`src/rtl/spg_pkg.sv`:
```
package spg_pkg;

    localparam int TIMER_BITS = 16;
    localparam int STEP_BITS  = 15;

    localparam int CFG_IDX_BITS  = 2;
    localparam int CFG_DATA_BITS = 16;
    localparam int IN_DATA_BITS  = 40;
    localparam int OUT_DATA_BITS = 8;

    typedef enum logic [1:0] {
        ACT_TICK = 2'd0,
        ACT_MOVE = 2'd1,
        ACT_HOME = 2'd2
    } action_t;

    typedef enum logic [1:0] {
        PH_NONE = 2'd0,
        PH_SEEK = 2'd1,
        PH_BACK = 2'd2
    } phase_t;

    localparam logic [CFG_IDX_BITS-1:0] CFG_HOME_TRAVEL    = 2'd0;
    localparam logic [CFG_IDX_BITS-1:0] CFG_HOME_PERIOD    = 2'd1;
    localparam logic [CFG_IDX_BITS-1:0] CFG_BACKOFF_STEPS  = 2'd2;
    localparam logic [CFG_IDX_BITS-1:0] CFG_BACKOFF_PERIOD = 2'd3;

    localparam logic [STEP_BITS-1:0]  HOME_TRAVEL_RST    = STEP_BITS'(32000);
    localparam logic [TIMER_BITS-1:0] HOME_PERIOD_RST    = TIMER_BITS'(600);
    localparam logic [STEP_BITS-1:0]  BACKOFF_STEPS_RST  = STEP_BITS'(4000);
    localparam logic [TIMER_BITS-1:0] BACKOFF_PERIOD_RST = TIMER_BITS'(400);
    localparam logic [TIMER_BITS-1:0] COMPARE_RST        = TIMER_BITS'(400);

    typedef struct packed {
        logic [STEP_BITS-1:0]  home_travel;
        logic [TIMER_BITS-1:0] home_period;
        logic [STEP_BITS-1:0]  backoff_steps;
        logic [TIMER_BITS-1:0] backoff_period;
    } spg_cfg_t;

    typedef struct packed {
        action_t               action;
        logic [STEP_BITS-1:0]  distance;
        logic                  direction;
        logic [TIMER_BITS-1:0] period;
        logic                  limit_switch;
    } spg_item_t;

    // step_out lands in bit 0
    typedef struct packed {
        logic       limit_stop;
        logic       move_done;
        logic [1:0] homing_state;
        logic       busy_res;
        logic       dir_out;
        logic       step_out;
    } spg_res_t;

endpackage

```
`src/rtl/spg_core.sv`:
```
module spg_core (
    input  logic             clk,
    input  logic             rst_n,
    input  logic             item_valid,
    input  spg_pkg::spg_item_t item,
    input  spg_pkg::spg_cfg_t  cfg,
    output spg_pkg::spg_res_t  res
);
    import spg_pkg::*;

    logic [TIMER_BITS-1:0] tick_count_reg, tick_count_next;
    logic [TIMER_BITS-1:0] compare_reg, compare_next;
    logic [STEP_BITS-1:0]  target_reg, target_next;
    logic [STEP_BITS-1:0]  steps_reg, steps_next;
    logic                  step_level_reg, step_level_next;
    logic                  dir_level_reg, dir_level_next;
    logic                  enabled_reg, enabled_next;
    phase_t                phase_reg, phase_next;
    logic                  done;
    logic                  lstop;
    logic                  match;
    logic [STEP_BITS-1:0]  steps_inc;

    assign match     = (tick_count_reg == compare_reg);
    assign steps_inc = steps_reg + STEP_BITS'(1);

    always_comb
    begin
        tick_count_next = tick_count_reg;
        compare_next    = compare_reg;
        target_next     = target_reg;
        steps_next      = steps_reg;
        step_level_next = step_level_reg;
        dir_level_next  = dir_level_reg;
        enabled_next    = enabled_reg;
        phase_next      = phase_reg;
        done            = 1'b0;
        lstop           = 1'b0;
        case (item.action)
            ACT_TICK:
            begin
                tick_count_next = match ? '0 : tick_count_reg + TIMER_BITS'(1);
                if (match && enabled_reg)
                begin
                    if (!step_level_reg)
                    begin
                        step_level_next = 1'b1;
                    end
                    else
                    begin
                        step_level_next = 1'b0;
                        steps_next      = steps_inc;
                        if (steps_inc >= target_reg)
                        begin
                            phase_next   = PH_NONE;
                            steps_next   = '0;
                            enabled_next = 1'b0;
                            done         = 1'b1;
                        end
                        if (item.limit_switch && phase_next != PH_BACK)
                        begin
                            enabled_next = 1'b0;
                            steps_next   = '0;
                            lstop        = 1'b1;
                            if (phase_next == PH_SEEK)
                            begin
                                // hit while seeking: back off away from switch
                                phase_next     = PH_BACK;
                                dir_level_next = 1'b0;
                                target_next    = cfg.backoff_steps;
                                compare_next   = cfg.backoff_period;
                                enabled_next   = 1'b1;
                            end
                        end
                    end
                end
            end
            ACT_MOVE:
            begin
                dir_level_next = ~item.direction;
                target_next    = item.distance;
                compare_next   = item.period;
                enabled_next   = 1'b1;
            end
            ACT_HOME:
            begin
                phase_next     = PH_SEEK;
                dir_level_next = 1'b1;
                target_next    = cfg.home_travel;
                compare_next   = cfg.home_period;
                enabled_next   = 1'b1;
            end
            default:
            begin
            end
        endcase
    end

    always_comb
    begin
        res.step_out     = step_level_next;
        res.dir_out      = dir_level_next;
        res.busy_res     = enabled_next;
        res.homing_state = phase_next;
        res.move_done    = done;
        res.limit_stop   = lstop;
    end

    always_ff @(posedge clk or negedge rst_n)
    begin
        if (!rst_n)
        begin
            tick_count_reg <= '0;
            compare_reg    <= COMPARE_RST;
            target_reg     <= '0;
            steps_reg      <= '0;
            step_level_reg <= 1'b0;
            dir_level_reg  <= 1'b0;
            enabled_reg    <= 1'b0;
            phase_reg      <= PH_NONE;
        end
        else if (item_valid)
        begin
            tick_count_reg <= tick_count_next;
            compare_reg    <= compare_next;
            target_reg     <= target_next;
            steps_reg      <= steps_next;
            step_level_reg <= step_level_next;
            dir_level_reg  <= dir_level_next;
            enabled_reg    <= enabled_next;
            phase_reg      <= phase_next;
        end
    end

endmodule

```
`src/rtl/stepper_axis_pulse_generator_homing.sv`:
```
// Channel   | Dir | Accept                      | Contents
// s_axis    | in  | s_axis_tvalid&s_axis_tready | one tick or command
// m_axis    | out | m_axis_tvalid&m_axis_tready | pin levels and status
// cfg       | in  | cfg_valid&cfg_ready         | register index and value
//
// One transaction per clock while s_axis_tready is high.
// Axis state updates in the accept cycle, the result sits in a two-entry
// output buffer (output register plus skid register).
// s_axis_tready drops only while both buffer entries are full.
// cfg_ready is always high. rst_n resets axis state, config and valid flags.
module stepper_axis_pulse_generator_homing (
    input  logic                                clk,
    input  logic                                rst_n,
    input  logic                                s_axis_tvalid,
    output logic                                s_axis_tready,
    // distance[14:0], direction[15], period[31:16], limit_switch[32], zero pad
    input  logic [spg_pkg::IN_DATA_BITS-1:0]    s_axis_tdata,
    // action[1:0]
    input  logic [1:0]                          s_axis_tuser,
    output logic                                m_axis_tvalid,
    input  logic                                m_axis_tready,
    // step_out[0], dir_out[1], busy_res[2], homing_state[4:3],
    // move_done[5], limit_stop[6], zero pad
    output logic [spg_pkg::OUT_DATA_BITS-1:0]   m_axis_tdata,
    input  logic                                cfg_valid,
    output logic                                cfg_ready,
    input  logic [spg_pkg::CFG_IDX_BITS-1:0]    cfg_index,
    input  logic [spg_pkg::CFG_DATA_BITS-1:0]   cfg_data
);
    import spg_pkg::*;

    spg_cfg_t  cfg_reg;
    spg_item_t item;
    spg_res_t  res;
    spg_res_t  out_data_reg;
    spg_res_t  skid_data_reg;
    logic      out_valid_reg;
    logic      skid_valid_reg;
    logic      in_fire;
    logic      m_fire;

    assign cfg_ready     = 1'b1;
    assign s_axis_tready = ~skid_valid_reg;
    assign in_fire       = s_axis_tvalid & s_axis_tready;
    assign m_fire        = out_valid_reg & m_axis_tready;
    assign m_axis_tvalid = out_valid_reg;
    assign m_axis_tdata  = {(OUT_DATA_BITS - $bits(spg_res_t))'(0), out_data_reg};

    always_comb
    begin
        item.action       = action_t'(s_axis_tuser);
        item.distance     = s_axis_tdata[STEP_BITS-1:0];
        item.direction    = s_axis_tdata[STEP_BITS];
        item.period       = s_axis_tdata[STEP_BITS+1 +: TIMER_BITS];
        item.limit_switch = s_axis_tdata[STEP_BITS+1+TIMER_BITS];
    end

    always_ff @(posedge clk or negedge rst_n)
    begin
        if (!rst_n)
        begin
            cfg_reg.home_travel    <= HOME_TRAVEL_RST;
            cfg_reg.home_period    <= HOME_PERIOD_RST;
            cfg_reg.backoff_steps  <= BACKOFF_STEPS_RST;
            cfg_reg.backoff_period <= BACKOFF_PERIOD_RST;
        end
        else if (cfg_valid && cfg_ready)
        begin
            unique case (cfg_index)
                CFG_HOME_TRAVEL:    cfg_reg.home_travel    <= cfg_data[STEP_BITS-1:0];
                CFG_HOME_PERIOD:    cfg_reg.home_period    <= cfg_data[TIMER_BITS-1:0];
                CFG_BACKOFF_STEPS:  cfg_reg.backoff_steps  <= cfg_data[STEP_BITS-1:0];
                CFG_BACKOFF_PERIOD: cfg_reg.backoff_period <= cfg_data[TIMER_BITS-1:0];
                default:
                begin
                end
            endcase
        end
    end

    spg_core u_core (
        .clk        (clk),
        .rst_n      (rst_n),
        .item_valid (in_fire),
        .item       (item),
        .cfg        (cfg_reg),
        .res        (res)
    );

    always_ff @(posedge clk or negedge rst_n)
    begin
        if (!rst_n)
        begin
            out_valid_reg  <= 1'b0;
            skid_valid_reg <= 1'b0;
        end
        else if (skid_valid_reg)
        begin
            if (m_fire)
            begin
                skid_valid_reg <= 1'b0;
            end
        end
        else if (in_fire)
        begin
            if (out_valid_reg && !m_fire)
            begin
                skid_valid_reg <= 1'b1;
            end
            out_valid_reg <= 1'b1;
        end
        else if (m_fire)
        begin
            out_valid_reg <= 1'b0;
        end
    end

    always_ff @(posedge clk)
    begin
        if (skid_valid_reg)
        begin
            if (m_fire)
            begin
                out_data_reg <= skid_data_reg;
            end
        end
        else if (in_fire)
        begin
            if (out_valid_reg && !m_fire)
            begin
                skid_data_reg <= res;
            end
            else
            begin
                out_data_reg <= res;
            end
        end
    end

    a_skid_needs_out: assert property (@(posedge clk) disable iff (!rst_n)
        skid_valid_reg |-> out_valid_reg)
        else $error("skid entry held without output entry");

    a_accept_gives_out: assert property (@(posedge clk) disable iff (!rst_n)
        in_fire |=> out_valid_reg)
        else $error("accepted transaction produced no result");

    a_done_stops: assert property (@(posedge clk) disable iff (!rst_n)
        (in_fire && res.move_done) |-> !res.busy_res)
        else $error("axis still enabled after reaching target");

    a_no_lose: assert property (@(posedge clk) disable iff (!rst_n)
        (out_valid_reg && !m_axis_tready && !skid_valid_reg && in_fire) |=> skid_valid_reg)
        else $error("result dropped under stall");

endmodule
```
`config.mk`:
```
export PLATFORM = sky130hd
export DESIGN_NAME = stepper_axis_pulse_generator_homing
export DESIGN_NICKNAME = d
export VERILOG_FILES = /design/src/rtl/spg_pkg.sv /design/src/rtl/spg_core.sv /design/src/rtl/stepper_axis_pulse_generator_homing.sv
export SDC_FILE = /design/constraint.sdc
export NUM_CORES = 1
export LEC_CHECK = 0
export ABC_AREA = 1
export BUFFER_PORTS_ARGS = -buffer_cell sky130_fd_sc_hd__buf_2
export CAP_MARGIN = 15
export CORE_ASPECT_RATIO = 0.7
export CORE_MARGIN = 10
export CORE_UTILIZATION = 30
export DETAILED_ROUTE_END_ITERATION = 8
export GPL_TIMING_DRIVEN = 0
export PLACE_DENSITY = 0.51
export SETUP_SLACK_MARGIN = 0.3
export SLEW_MARGIN = 25
export SYNTH_ARGS = -nofsm -noshare
export SYNTH_HDL_FRONTEND = slang
export SYNTH_SLANG_ARGS = --single-unit
```
`constraint.sdc`:
```
create_clock -name clk -period 4.5 [get_ports clk]
set_input_delay 0.225 -clock clk [delete_from_list [all_inputs] [get_ports clk]]
set_output_delay 0.225 -clock clk [all_outputs]
set_load 0.02 [all_outputs]
```
==> results of run 1 <==
## worst paths after layout
path / start / end / slack (ns)
min reg2reg: cfg_reg[22] / cfg_reg[22] / 0.48
max in group asynchronous: rst_n / u_core.compare_reg[8] / 3.44
min: m_axis_tready / m_axis_tvalid / 0.09
max reg2reg: u_core.steps_reg[0] / m_axis_tdata[1] / 0.84
max: u_core.steps_reg[0] / m_axis_tdata[1] / 0.84
min in group asynchronous: rst_n / cfg_reg[56] / 0.27
## repair_timing
item / in CTS / in global routing
gates resized for setup: 0 / 2
endpoints found under the setup margin: 0 / 32
hold buffers: 1 / 0
endpoints found under the hold margin: 44 / 0
## final cells by class
type,count,area [um^2]
flip-flops and latches,145,3726
multi-input cells,636,3212
fillers,2648,15820
clock buffers,17,425.4
repair buffers,68,377.9
well taps,325,406.6
inverters,113,436.7
clock inverters,15,140.1
plain buffers,37,202.7
## report_power, final
group	switching, mW	leakage, nW	internal (mW)	total (mW)
combinational	0.191	2.29	0.0946	0.285
clock	0.639	0.279	0.735	1.37
sequential	0.0444	1.70	1.43	1.47
## through the flow
stage | utilization [%] | hold WS [ns] | total power [mW] | worst slack [ns]
floorplan | - | -0.07059 | 1.643 | 1.429
global placement | 33.58 | 0.4602 | 1.772 | 0.7448
detailed placement | 33.73 | 0.1444 | 1.781 | 0.7451
CTS | 36.06 | 0.07566 | 3.162 | 0.7177
global route | 36.08 | 0.08992 | 3.269 | 0.3475
finish | 36.08 | 0.09076 | 3.131 | 0.8400
## cells in the mapped netlist, drive strengths merged (2+ instances only)
cell,number
nand2,295
o21ai,149
inv,111
dfrtp,109
nand3,56
nor2,49
clkbuf,26
ha,23
dfstp,22
xor2,18
edfxtp,14
buf,11
a21oi,10
o22ai,8
nor3,7
nand3b,5
nand4,4
or2,3
a21boi,2
clkinv,2
conb,2
## worst min-delay path, stage by stage
cell and delay (ns):
buf_2 0.09, inv_1 0.04, nand2_1 0.07, nand2_1 0.05
## layer usage
layer | up-vias | wire length (um) | track usage (%)
met4 | 0 | 174 | 3.006
li1 | 3153 | - | -
met3 | 13 | 910 | 3.441
met2 | 111 | 8318 | 17.29
met1 | 2826 | 10810 | 18.99
met5 | - | 0 | 0
## cell families after synthesis
logic type	Yosys count
flops	145
fa+ha+maj	23
simple gates	422
other cells	2
compound gates	170
xor+xnor	18
mux	1
buf+inv	150
==> impl_metrics.py, run 1 <==
metrics = {
    "status": {
        "status": "completed",
    },
    "worst_setup_path": {
        "critPathKind": "reg -> reg",
        "cp_top_family": "simple AND/OR/NAND/NOR gates",
        "crit_top_cell": "nand2_1",
        "r2r_cells": 23,
        "arrival_ns": 3.84,
        "critical_path.max_fanout": 4,
        "cp-end-kind": "flop",
        "crit_path_max_incr_delay_ns": 0.44,
        "cp-start-kind": "flop",
        "cp_num_cells": 23,
        "cp_slowest_cell": "dfrtp_1",
        "path_buf_inv": 2,
        "required_ns": 4.68,
        "path_cells": "nand3_1, nor2_1, nand2_1, nor2_1, nand4_1, nand3b_1, xor2_1, inv_1, ha_1, nand2_1, inv_1, a21oi_1, o21ai_0, nor2_2, nand3_1, nor2_1, nand3_1, nand2_2, nand2_1, nand2_1, nand2_1, nand2_1, nand2_1",
    },
    "synth": {
        "syn_area_per_cell_um2": 8.133,
        "synthMuxAreaShare_pct": 0.1322,
        "synth_simple_gate_area_share_pct": 24.07,
        "synth_area_mm2": 0.007572,
        "synth-adder-area-share_pct": 3.800,
        "ys_ff_latch": 145,
        "ys_async_sr_fraction_pct": 90.34,
        "synth_compound_area_share_pct": 12.16,
        "synth_top_family_by_area": "simple AND/OR/NAND/NOR gates",
        "syn-num-nets": 1019,
        "netlist_instances": 931,
        "ys.warnings.count": 0,
        "synth.distinct_cells": 43,
        "synth_edf_count": 14,
        "seq_area_frac_synth_pct": 49.21,
        "synthFlopType": "dfrtp_1",
        "synth_area_leaders": "dfrtp_1 36%, nand2_1 14%, o21ai_0 7.8%",
        "synth_top_area_share_pct": 36.02,
        "synthXorXnorAreaFrac_pct": 2.082,
        "yosys.area.top_type": "dfrtp_1",
    },
    "power_and_ir_drop": {
        "leakage_nw": 4.268,
        "vdd_drop_max_uv": 180.9,
        "powerDensity_mw_per_mm2": 350.7,
    },
    "global_routing": {
        "track_usage_pct": 12.67,
        "overflow": 0,
        "grt_first_pass_wirelength_mm": 32.55,
        "grt_pass1_vias": 5870,
        "grt_antenna_before_repair": 0,
        "grt_max_degree": 88,
    },
    "timing": {
        "finalCritPeriodShare_pct": 81.33,
        "fin_worst_skew_ns": 0.01130,
        "maxSlewHeadroom_pct": 52.37,
        "final_max_slew_viol_count": 0,
        "timing.setup.tns_ns": 0,
        "rsz0062_at_grt": "false",
        "setup_violations": 0,
        "hold_viol": 0,
        "max_clock_freq_mhz": 273.2,
        "min_period_ns": 3.660,
        "tightestPinTransition_ns": 0.7145,
    },
    "clocking": {
        "cts-htree-levels": 4,
        "path_clk_slew_ns": 0.07,
        "cts_setup_buffers": 0,
        "cts_buffers": 17,
        "clock-sinks": 145,
        "cts_tree": "yes",
        "clock-root-buffer": "clkbuf_16",
        "clk-insertion-delay-late_ns": 0.43,
        "clockBufferDepth": 2,
    },
    "placed_design": {
        "dp.cells": 1323,
        "dp_hpwl_mm": 15.08,
        "place_area_mm2": 0.008347,
        "gp_congestion": 0.8090,
        "port_buffers": 66,
    },
    "floorplanning": {
        "start_util_pct": 30.60,
        "die_w_um": 209.9,
        "die-area_mm2": 0.03210,
        "fp.dieH_um": 152.9,
        "row_count": 48,
        "pin_count": 76,
        "coreArea_mm2": 0.02474,
    },
    "final_layout": {
        "nets": 1106,
        "final_cells": 1356,
        "layout-drive-gt1-share_pct": 16.59,
        "diodes": 0,
        "final_cell_mix": "291 x nand2_1, 118 x o21ai_0, 109 x dfrtp_1",
        "largest_reg_flops": 62,
        "layout_commonest_cell": "nand2_1",
        "fin_area_mm2": 0.008927,
        "area_delta_synth_final_pct": 17.89,
    },
    "drt": {
        "routedWlPerCell_um": 14.91,
        "wirelength_mm": 20.21,
        "via_per_inst": 4.501,
        "dr.pass1.iters": 5,
        "num_vias": 6103,
        "drc_errors": 0,
        "final_antenna_net_count": 0,
        "initialDrtViolationCount": 407,
    },
    "flow_run": {
        "max-cap-violations": 0,
    },
    "min_path": {
        "hold_depth": 4,
        "hold_class": "in -> reg",
    },
}
Note: power is estimated with default switching activity, not from simulation.
==> run 2, diff against run 1 <==
==> constraint.sdc (replaced) <==
create_clock -name clk -period 3.4 [get_ports clk]
set_input_delay 0.17 -clock clk [delete_from_list [all_inputs] [get_ports clk]]
set_output_delay 0.17 -clock clk [all_outputs]
set_load 0.02 [all_outputs]
==> impl_metrics.py, run 2 (synthesis results as in run 1) <==
metrics = {
    "status": {
        "violations": "negative setup slack",
        "status": "finished, violations left",
    },
    "min_path": {
        "hold_class": "in -> reg",
        "hold_depth": 4,
        "min_to": "m_axis_tvalid",
        "worstHoldStart": "m_axis_tready",
    },
    "worst_setup_path": {
        "cp-end-kind": "flop",
        "required_ns": 3.76,
        "critical_path.max_fanout": 6,
        "r2r_cells": 26,
        "rrSetupSlack_ns": -0.003,
        "arrival_ns": 3.76,
        "critPathKind": "reg -> reg",
        "timing.rr.end": "u_core.target_reg[8]",
        "crit-reg2reg-launch": "u_core.steps_reg[0]",
        "cp-start-kind": "flop",
    },
    "final_layout": {
        "final_core_util_pct": 40.11,
        "final_cell_mix": "249 x nand2_1, 109 x dfrtp_1, 108 x o21ai_0",
        "area_delta_synth_final_pct": 31.08,
        "nets": 1147,
        "layout-drive-gt1-share_pct": 29.66,
        "largest_reg_flops": 62,
        "diodes": 0,
        "layout_commonest_cell": "nand2_1",
    },
    "floorplanning": {
        "fp.dieH_um": 152.9,
        "coreArea_mm2": 0.02474,
        "row_count": 48,
        "start_util_pct": 30.60,
        "die_w_um": 209.9,
        "pin_count": 76,
        "die-area_mm2": 0.03210,
    },
    "timing": {
        "rsz0062_at_grt": "true",
        "setup_slack_ns": -0.003352,
        "min_period_ns": 3.403,
        "setup_violations": 1,
        "final_max_slew_viol_count": 0,
        "maxSlewHeadroom_pct": 52.17,
        "hold_viol": 0,
        "tightestPinTransition_ns": 0.7148,
        "fin_worst_skew_ns": 0.01653,
        "hold_ws_ns": 0.03570,
        "max_clock_freq_mhz": 293.8,
        "finalCritPeriodShare_pct": 100.1,
    },
    "clocking": {
        "clock-sinks": 145,
        "path_clk_slew_ns": 0.07,
        "clk-insertion-delay-late_ns": 0.44,
        "clockBufferDepth": 2,
        "cts-htree-levels": 4,
        "clock-root-buffer": "clkbuf_16",
        "cts_tree": "yes",
        "cts_buffers": 17,
    },
    "placed_design": {
        "dp_hpwl_mm": 15.08,
        "gp_congestion": 0.8090,
        "port_buffers": 66,
    },
    "global_routing": {
        "grt_antenna_before_repair": 0,
        "track_usage_pct": 13.23,
        "grt_pass1_vias": 6216,
        "overflow": 0,
        "grt_first_pass_wirelength_mm": 34.15,
        "grt_max_degree": 88,
    },
    "drt": {
        "dr.pass1.iters": 4,
        "via_per_inst": 4.599,
        "initialDrtViolationCount": 376,
        "num_vias": 6425,
        "final_antenna_net_count": 0,
        "drc_errors": 0,
        "wirelength_mm": 21.60,
        "routedWlPerCell_um": 15.46,
    },
    "power_and_ir_drop": {
        "leakage_nw": 4.583,
        "powerDensity_mw_per_mm2": 420.1,
        "vdd_drop_max_uv": 233.5,
    },
    "flow_run": {
        "max-cap-violations": 0,
    },
}
-- run 2: cell count changes in the layout (fill, tap and decap cells not counted), moves of 8 or more --
cell     before  now
nor2_1       42   34
buf_4         2   25
nor2_4        2   10
buf_6         7   20
nand2_2       1   36
o22ai_2       0    8
o21ai_2      14   31
o21ai_1      17    9
nand2_1     291  249
o21ai_0     118  108
o22ai_1       8    0
-- run 2: layer usage --
| metal | GRT usage (%) | vias to the layer above | share of wire (%) |
|---|---|---|---|
| li1 | - | 3244 | - |
| met1 | 19.34 | 3050 | 51 |
| met2 | 18.69 | 110 | 43 |
| met3 | 3.094 | 21 | 3.9 |
| met4 | 3.929 | 0 | 1.5 |
| met5 | 0 | - | 0 |
-- run 2: worst max-delay path by stage --
stage | to | startpoint
after global routing | u_core.target_reg[8] | u_core.steps_reg[0]
after global placement | m_axis_tdata[1] | u_core.steps_reg[0]
after CTS | u_core.target_reg[8] | u_core.steps_reg[0]
after floorplan | m_axis_tdata[1] | u_core.steps_reg[0]
final | u_core.target_reg[8] | u_core.steps_reg[0]
after detailed placement | u_core.target_reg[8] | u_core.steps_reg[0]
-- run 2: metrics by stage --
stage,setup WS (ns),cells,TNS [ns],total power [mW],area (um^2)
floorplan,0.3290,931,0,2.174,7572
global placement,-0.3552,1322,-15.17,2.345,8309
detailed placement,-0.3549,1323,-14.88,2.357,8347
CTS,0.008765,1387,0,4.193,9475
global route,-0.1967,1397,-6.681,4.344,9926
finish,-0.003352,1397,-0.003352,4.169,9926
-- run 2: cell type report --
class                      count  area [um^2]
sequential                   145         3726
tap                          325        406.6
multi-input combinational    637         3789
clock buffer                  17        425.4
fill                        2551        14820
inverter                     113        436.7
timing repair buffer         108        780.7
buffer                        37        221.5
clock inverter                15        140.1
-- run 2: what timing repair did --
action	CTS	global route
setup endpoints to repair	62	62
hold buffers	1	0
hold endpoints to repair	44	0
setup buffers	24	9
cloned	7	1
pin swaps	20	24
gates resized for setup	82	91
-- run 2: critical path, cell delays in order (launching register included) --
cell and delay (ns):
dfrtp_1 0.40, ha_2 0.20, nand3_2 0.08, inv_2 0.08, nand2_4 0.06, nor2_4 0.08, nand2_2 0.08, nor2_4 0.11
buf_6 0.12, nand2_2 0.08, xor2_4 0.20, inv_2 0.07, ha_4 0.26, nand2_1 0.08, nor2_4 0.10, nand2_2 0.08
o21ai_4 0.17, nor2_4 0.06, buf_6 0.12, buf_6 0.11, nand3_4 0.06, nand3_4 0.08, nand2_4 0.12, buf_6 0.14
nand2_8 0.07, buf_6 0.18, o21ai_2 0.13
-- run 2: where the power goes --
part	switching [mW]	total, mW	internal (mW)
sequential	0.0581	1.95	1.89
clock	0.854	1.83	0.973
combinational	0.263	0.395	0.132
